[src/hw/rtl/b32e_pkg.sv]
// Shared types and constants for the base32 stream encoder.
// Holds the job record passed from front to back and the alphabet lookup.
// No dependencies.
`default_nettype none

package b32e_pkg;

    // Character code widths
    localparam int unsigned CHAR_W  = 7;
    localparam int unsigned GROUP_W = 5;

    // Padding character '='
    localparam logic [CHAR_W-1:0] PAD_CHAR = 7'd61;

    // One classified item: up to three group indices plus a run of pads
    typedef struct packed {
        logic [GROUP_W-1:0] idx0;
        logic [GROUP_W-1:0] idx1;
        logic [GROUP_W-1:0] idx2;
        logic [1:0]         ncode;   // group characters, 0..3
        logic [2:0]         npad;    // pad characters, 0..7
        logic               is_end;  // job closes the message
    } job_t;

    // RFC 4648 alphabet: A-Z then 2-7
    function automatic logic [CHAR_W-1:0] alpha_char(input logic [GROUP_W-1:0] idx);
        logic [CHAR_W-1:0] c;
        if (idx < 5'd26)
        begin
            c = 7'd65 + {2'b00, idx};
        end
        else
        begin
            c = 7'd50 + {2'b00, idx - 5'd26};
        end
        return c;
    endfunction

endpackage

`default_nettype wire

[src/hw/rtl/b32e_front.sv]
// Front end of the base32 encoder: takes input beats, tracks leftover bits
// and the character count, and turns each beat into a job record.
// Depends on b32e_pkg.
`default_nettype none

module b32e_front (
    input  wire logic              clk,
    input  wire logic              rst_n,
    input  wire logic              accept,
    input  wire logic [7:0]        data_byte,
    input  wire logic              has_byte,
    input  wire logic              end_of_message,
    output b32e_pkg::job_t         job,
    output logic                   job_push
);
    import b32e_pkg::*;

    logic [3:0]  bits_reg, bits_next;
    logic [2:0]  cnt_reg, cnt_next;
    logic [2:0]  cm_reg, cm_next;

    logic [11:0] cur_bits;
    logic [3:0]  cur_cnt;
    logic [1:0]  k;
    logic [3:0]  rem_wide;
    logic [2:0]  rem_cnt;
    logic [3:0]  rem_bits;
    logic [8:0]  flush_wide;
    logic [4:0]  g0, g1, gf;
    logic        flush;
    logic [1:0]  ncode;
    logic [2:0]  cm_sum;
    logic [2:0]  npad;

    // Append the byte to the leftover bits and count the complete groups
    always_comb
    begin
        if (has_byte)
        begin
            cur_bits = {bits_reg, data_byte};
            cur_cnt  = {1'b0, cnt_reg} + 4'd8;
        end
        else
        begin
            cur_bits = {8'd0, bits_reg};
            cur_cnt  = {1'b0, cnt_reg};
        end

        if (!has_byte)
        begin
            k = 2'd0;
        end
        else if (cur_cnt >= 4'd10)
        begin
            k = 2'd2;
        end
        else
        begin
            k = 2'd1;
        end

        unique case (k)
            2'd2:    rem_wide = cur_cnt - 4'd10;
            2'd1:    rem_wide = cur_cnt - 4'd5;
            default: rem_wide = cur_cnt;
        endcase
        rem_cnt  = rem_wide[2:0];
        rem_bits = 4'(cur_bits & ((12'd1 << rem_cnt) - 12'd1));

        // Group indices, most significant first
        g0 = 5'(cur_bits >> (cur_cnt - 4'd5));
        g1 = (k == 2'd2) ? 5'(cur_bits >> (cur_cnt - 4'd10)) : 5'd0;

        // Partial group padded on the right with zero bits
        flush_wide = {5'd0, rem_bits} << (3'd5 - rem_cnt);
        gf         = flush_wide[4:0];
        flush      = end_of_message && (rem_cnt != 3'd0);

        ncode  = k + {1'b0, flush};
        cm_sum = cm_reg + {1'b0, ncode};
        npad   = end_of_message ? (3'd0 - cm_sum) : 3'd0;

        job.idx0   = (k == 2'd0) ? gf : g0;
        job.idx1   = (k == 2'd1) ? gf : g1;
        job.idx2   = gf;
        job.ncode  = ncode;
        job.npad   = npad;
        job.is_end = end_of_message;

        job_push = accept && ((ncode != 2'd0) || (npad != 3'd0));

        // State update; end of message clears everything
        bits_next = bits_reg;
        cnt_next  = cnt_reg;
        cm_next   = cm_reg;
        if (accept)
        begin
            if (end_of_message)
            begin
                bits_next = 4'd0;
                cnt_next  = 3'd0;
                cm_next   = 3'd0;
            end
            else
            begin
                bits_next = rem_bits;
                cnt_next  = rem_cnt;
                cm_next   = cm_sum;
            end
        end
    end

    always_ff @(posedge clk or negedge rst_n)
    begin
        if (!rst_n)
        begin
            bits_reg <= 4'd0;
            cnt_reg  <= 3'd0;
            cm_reg   <= 3'd0;
        end
        else
        begin
            bits_reg <= bits_next;
            cnt_reg  <= cnt_next;
            cm_reg   <= cm_next;
        end
    end

endmodule

`default_nettype wire

[src/hw/rtl/b32e_fifo.sv]
// Small job queue between the encoder's front and back ends.
// Depends on b32e_pkg for the job record.
`default_nettype none

module b32e_fifo #(
    parameter int unsigned DEPTH = 2
) (
    input  wire logic           clk,
    input  wire logic           rst_n,
    input  wire logic           push,
    input  wire b32e_pkg::job_t wr_job,
    input  wire logic           pop,
    output b32e_pkg::job_t      rd_job,
    output logic                full,
    output logic                empty
);
    import b32e_pkg::*;

    localparam int unsigned PTR_W = (DEPTH > 1) ? $clog2(DEPTH) : 1;
    localparam int unsigned CNT_W = $clog2(DEPTH + 1);

    job_t             slot_reg [DEPTH];
    logic [PTR_W-1:0] wr_ptr_reg, wr_ptr_next;
    logic [PTR_W-1:0] rd_ptr_reg, rd_ptr_next;
    logic [CNT_W-1:0] count_reg, count_next;

    assign full   = (count_reg == CNT_W'(DEPTH));
    assign empty  = (count_reg == '0);
    assign rd_job = slot_reg[rd_ptr_reg];

    // Pointer and fill count bookkeeping
    always_comb
    begin
        wr_ptr_next = wr_ptr_reg;
        rd_ptr_next = rd_ptr_reg;
        count_next  = count_reg;
        if (push)
        begin
            wr_ptr_next = (wr_ptr_reg == PTR_W'(DEPTH - 1)) ? '0 : wr_ptr_reg + 1'b1;
        end
        if (pop)
        begin
            rd_ptr_next = (rd_ptr_reg == PTR_W'(DEPTH - 1)) ? '0 : rd_ptr_reg + 1'b1;
        end
        if (push && !pop)
        begin
            count_next = count_reg + 1'b1;
        end
        else if (pop && !push)
        begin
            count_next = count_reg - 1'b1;
        end
    end

    always_ff @(posedge clk or negedge rst_n)
    begin
        if (!rst_n)
        begin
            wr_ptr_reg <= '0;
            rd_ptr_reg <= '0;
            count_reg  <= '0;
        end
        else
        begin
            wr_ptr_reg <= wr_ptr_next;
            rd_ptr_reg <= rd_ptr_next;
            count_reg  <= count_next;
        end
    end

    // Job storage, no reset needed
    always_ff @(posedge clk)
    begin
        if (push)
        begin
            slot_reg[wr_ptr_reg] <= wr_job;
        end
    end

endmodule

`default_nettype wire

[src/hw/rtl/b32e_back.sv]
// Back end of the base32 encoder: steps through a job one character per cycle
// while char_ready allows, into a registered output beat. Depends on b32e_pkg.
`default_nettype none

module b32e_back (
    input  wire logic                        clk,
    input  wire logic                        rst_n,
    input  wire b32e_pkg::job_t              job,
    input  wire logic                        job_avail,
    output logic                             job_pop,
    output logic                             char_valid,
    input  wire logic                        char_ready,
    output logic [b32e_pkg::CHAR_W-1:0]      code_char,
    output logic                             last_char
);
    import b32e_pkg::*;

    logic [3:0]        step_reg, step_next;
    logic              valid_reg, valid_next;
    logic [CHAR_W-1:0] char_reg, char_next;
    logic              last_reg, last_next;

    logic [3:0]        total;
    logic              final_step;
    logic              load;
    logic [GROUP_W-1:0] idx;

    // Pick the character for the current step of the head job
    always_comb
    begin
        total      = {2'd0, job.ncode} + {1'b0, job.npad};
        final_step = (step_reg == total - 4'd1);
        load       = job_avail && (!valid_reg || char_ready);
        job_pop    = load && final_step;

        unique case (step_reg[1:0])
            2'd0:    idx = job.idx0;
            2'd1:    idx = job.idx1;
            default: idx = job.idx2;
        endcase

        step_next  = step_reg;
        valid_next = valid_reg;
        char_next  = char_reg;
        last_next  = last_reg;

        if (valid_reg && char_ready)
        begin
            valid_next = 1'b0;
        end

        if (load)
        begin
            valid_next = 1'b1;
            char_next  = (step_reg < {2'd0, job.ncode}) ? alpha_char(idx) : PAD_CHAR;
            last_next  = job.is_end && final_step;
            step_next  = final_step ? 4'd0 : step_reg + 4'd1;
        end
    end

    always_ff @(posedge clk or negedge rst_n)
    begin
        if (!rst_n)
        begin
            step_reg  <= 4'd0;
            valid_reg <= 1'b0;
        end
        else
        begin
            step_reg  <= step_next;
            valid_reg <= valid_next;
        end
    end

    // Output payload, no reset needed
    always_ff @(posedge clk)
    begin
        char_reg <= char_next;
        last_reg <= last_next;
    end

    assign char_valid = valid_reg;
    assign code_char  = char_reg;
    assign last_char  = last_reg;

endmodule

`default_nettype wire

[src/hw/rtl/base32_stream_encoder_core.sv]
// Streaming base32 (RFC 4648) encoder. Each input beat carries at most one
// byte and an end-of-message flag; each output beat is one ASCII character,
// with last_char set on the final character of a closed message. The front
// end takes one input beat per cycle while its job queue (QUEUE_DEPTH jobs)
// has room; the back end emits one character per cycle from the queue while
// char_ready accepts it, so a byte yields 1 or 2 characters (1.6 on average)
// and a closing beat up to 8 characters including padding. Sustained
// throughput is set by the one-character-per-cycle output register. An empty
// message, or a bare end with nothing pending, produces no characters.
// Depends on b32e_pkg, b32e_front, b32e_fifo and b32e_back.
`default_nettype none

module base32_stream_encoder_core #(
    parameter int unsigned QUEUE_DEPTH = 2
) (
    input  wire logic                    clk,
    input  wire logic                    rst_n,
    input  wire logic                    item_valid,
    output logic                         item_ready,
    input  wire logic [7:0]              data_byte,
    input  wire logic                    has_byte,
    input  wire logic                    end_of_message,
    output logic                         char_valid,
    input  wire logic                    char_ready,
    output logic [b32e_pkg::CHAR_W-1:0]  code_char,
    output logic                         last_char
);
    import b32e_pkg::*;

    job_t wr_job;
    job_t rd_job;
    logic job_push;
    logic job_pop;
    logic q_full;
    logic q_empty;
    logic accept;

    assign item_ready = !q_full;
    assign accept     = item_valid && item_ready;

    b32e_front u_front (
        .clk            (clk),
        .rst_n          (rst_n),
        .accept         (accept),
        .data_byte      (data_byte),
        .has_byte       (has_byte),
        .end_of_message (end_of_message),
        .job            (wr_job),
        .job_push       (job_push)
    );

    b32e_fifo #(
        .DEPTH (QUEUE_DEPTH)
    ) u_fifo (
        .clk    (clk),
        .rst_n  (rst_n),
        .push   (job_push),
        .wr_job (wr_job),
        .pop    (job_pop),
        .rd_job (rd_job),
        .full   (q_full),
        .empty  (q_empty)
    );

    b32e_back u_back (
        .clk        (clk),
        .rst_n      (rst_n),
        .job        (rd_job),
        .job_avail  (!q_empty),
        .job_pop    (job_pop),
        .char_valid (char_valid),
        .char_ready (char_ready),
        .code_char  (code_char),
        .last_char  (last_char)
    );

endmodule

`default_nettype wire
[config.mk]
export PLATFORM = sky130hd
export DESIGN_NAME = base32_stream_encoder_core
export DESIGN_NICKNAME = d
export VERILOG_FILES = /design/src/hw/rtl/b32e_pkg.sv /design/src/hw/rtl/b32e_front.sv /design/src/hw/rtl/b32e_fifo.sv /design/src/hw/rtl/b32e_back.sv /design/src/hw/rtl/base32_stream_encoder_core.sv
export SDC_FILE = /design/constraint.sdc
export NUM_CORES = 1
export LEC_CHECK = 0
export ABC_AREA = 0
export BUFFER_PORTS_ARGS = -buffer_cell sky130_fd_sc_hd__clkbuf_2
export CAP_MARGIN = 0
export CELL_PAD_IN_SITES_DETAIL_PLACEMENT = 1
export CELL_PAD_IN_SITES_GLOBAL_PLACEMENT = 1
export CORE_UTILIZATION = 45
export CTS_BUF_LIST = sky130_fd_sc_hd__clkbuf_16
export CTS_CLUSTER_SIZE = 16
export DETAILED_ROUTE_END_ITERATION = 7
export PLACE_DENSITY_LB_ADDON = 0.15
export SLEW_MARGIN = 20
export SYNTH_ARGS = -nofsm -noshare
export SYNTH_HDL_FRONTEND = slang
export SYNTH_HIERARCHICAL = 1
export SYNTH_SLANG_ARGS = --single-unit
export TNS_END_PERCENT = 50
[constraint.sdc]
create_clock -name clk -period 4.8 [get_ports clk]
set_input_delay 0.96 -clock clk [delete_from_list [all_inputs] [get_ports clk]]
set_output_delay 0.96 -clock clk [all_outputs]
set_load 0.02 [all_outputs]
==> impl_metrics.ini <==
[yosys]
syn_nets = 464
ys.flop_type = edfxtp_1
synth_edf_count = 50
synth_commonest_cells = edfxtp_1, nand2_1, mux2_2
yosys.area_share.simple = 0.148
synth.top_cell.area_share = 0.319
synth_area_per_cell_um2 = 11.1
yosysTopAreaCell = edfxtp_1
yosysWarnings = 6
async_flop_share = 0.275
synth_compound_area_frac = 0.138
synth.mux.area_fraction = 0.127
synthCells = 426
yosysMostFrequentCell = edfxtp_1
synth_top_family_by_area = simple AND/OR/NAND/NOR gates
ys_ff_latch = 69
synth_cell_types = 75
synthTopCellsByArea = edfxtp_1, dfrtp_1, mux2_2
synth.cell_area_um2 = 4710
yosys.area_share.adder = 0.0669
ys_seq_area_frac = 0.420
synth-xor-area-share = 0.0441

[critical_path]
reg2regPathDepth = 18
crit_arrival_ns = 4.50
r2r-end = u_fifo/slot_reg[0][20]
critPathMaxFanout = 21
reg2reg_from = u_front/cnt_reg[0]
rrSetupSlack_ns = 0.33
crit_path_end_kind = flop
startpoint_type = flop
critPathKind = flop to flop
worst-endpoint-required_ns = 4.84

[clocking]
clockBufferDepth = 2
cts_made_buffers = 9
root_buffer = clkbuf_16
clk_pin_slew_worst_paths_ns = 0.06
htreeDepth = 3
cts_tree = yes
cts_hold_buf = 0
clk_latency_ns = 0.33
clock-sinks = 69

[sta]
slew_headroom = 0.443
final_hold_viol_count = 0
clock.fmax_ghz = 0.224
setup_violations = 0
finalCritPeriodShare = 0.930
final_max_slew_viol_count = 0
clock_skew_ns = 0.00436
grt_setup_unrepaired = false
setup_tns_ns = 0
finalCriticalPeriod_ns = 4.47
worst_pin_slew_ns = 0.827

[routing]
via_per_inst = 5.80
dr.pass1.iters = 4
drt_iter0_drc = 120
vias = 3423
ant_nets = 0
drc = 0
wl_per_cell_um = 19.8
routed_wl_um = 11700

[floorplan]
die_h_um = 104
start_util = 0.473
placementRows = 36
die_area_um2 = 10900
io_pins = 24
die_w_um = 104
core_um2 = 9950

[min_path]
hold_depth = 1
hp-start = u_fifo/count_reg[1]
hold_class = flop to flop
min_to = u_fifo/count_reg[1]

[job]
drv_cap = 0

[cells_and_area]
antenna-diode-count = 0
drive_gt1_frac = 0.249
multi_input_area_um2 = 2490
regArea_um2 = 1980
fin_util = 0.534
largest_reg_flops = 42
area.growth.synth_to_final_pct = 12.7
stdcell_count = 590
nNetsFinal = 490
n_fill_cell = 1075

[placement]
gp_congestion = 0.886
hpwl_um = 8460
dp.cells = 574
port_buffers = 23

[global_routing]
grt_max_degree = 34
grt_antenna_before_repair = 0
grt_pass1_wl_um = 19100
first_global_vias = 3686
grt-ovfl-total = 0
globalRouteTotalUtil = 0.228

[outcome]
status = completed
-- worst max path at each step --
| stage | to | slack [ns] | start |
|---|---|---|---|
| floorplan | u_fifo/slot_reg[0][0] | 0.02 | has_byte |
| global placement | u_fifo/slot_reg[0][16] | 0.31 | has_byte |
| detailed placement | u_fifo/slot_reg[0][20] | 0.09 | has_byte |
| CTS | u_fifo/slot_reg[0][12] | 0.21 | u_front/cnt_reg[0] |
| global route | u_fifo/slot_reg[0][10] | 0.08 | u_front/cnt_reg[0] |
| finish | u_fifo/slot_reg[0][20] | 0.33 | u_front/cnt_reg[0] |
-- critical path, cell delays in order (launching register included) --
cell and delay (ns):
dfrtp_1 0.36, inv_2 0.06, ha_1 0.30, or3_4 0.38
a311oi_1 0.37, nor2_1 0.13, nand2_1 0.14, and2_1 0.14
ha_1 0.27, ha_1 0.22, fa_1 0.48, inv_1 0.06
ha_1 0.21, xnor2_1 0.14, and2_1 0.17, nor2_1 0.06
a21oi_2 0.25, nor2b_2 0.24, buf_12 0.19
-- final cells by class --
type | count | area share
inverters | 23 | 0.0163
repair buffers | 38 | 0.0476
clock inverters | 7 | 0.0214
multi-input cells | 311 | 0.469
well taps | 133 | 0.0313
flip-flops and latches | 69 | 0.372
clock buffers | 9 | 0.0424
-- what timing repair did --
action / in CTS / in global routing
setup buffers: 0 / 0
gates resized for setup: 0 / 2
setup endpoints to repair: 0 / 43
-- placed cells by master, fill, tap and decap left out, drive strengths merged, types with 8 or more instances in the layout --
cell and n:
a22o 8, mux2i 16, clkbuf 32, nor2 17
inv 22, dfrtp 19, and2 13, buf 15
xor2 9, o21ai 22, nor2b 8, edfxtp 50
a21oi 13, ha 22, mux2 29, xnor2 12
nand3 16, nand2 35
-- stage by stage --
stage / instance area, um2 / setup slack (ns) / hold WS, ns
floorplan: 4710 / 0.0233 / 0.456
global placement: 4960 / 0.309 / 0.471
detailed placement: 4960 / 0.0948 / 0.486
CTS: 5300 / 0.214 / 0.500
global route: 5310 / 0.0806 / 0.542
finish: 5310 / 0.334 / 0.494
-- metal layers --
layer	track usage	share of wire	up-vias
met2	0.377	0.50	72
met1	0.283	0.45	1685
met3	0.0426	0.026	28
li1	-	-	1638
met5	0	0	-
met4	0.116	0.028	0
-- logic make-up (layout without fill, tap and decap cells) --
family                     count (synthesis)  in the layout
xor gates and xnor gates                  22             22
DFF                                       69             69
muxes                                     50             50
and+or+nand+nor                          127            127
buffers and inverters                     46             77
AOI/OAI and AO/OA                         88             88
adders and majority gates                 24             24
Power is not shown: default switching activity piles up to over one toggle a cycle in this logic, so the estimate is an artifact.
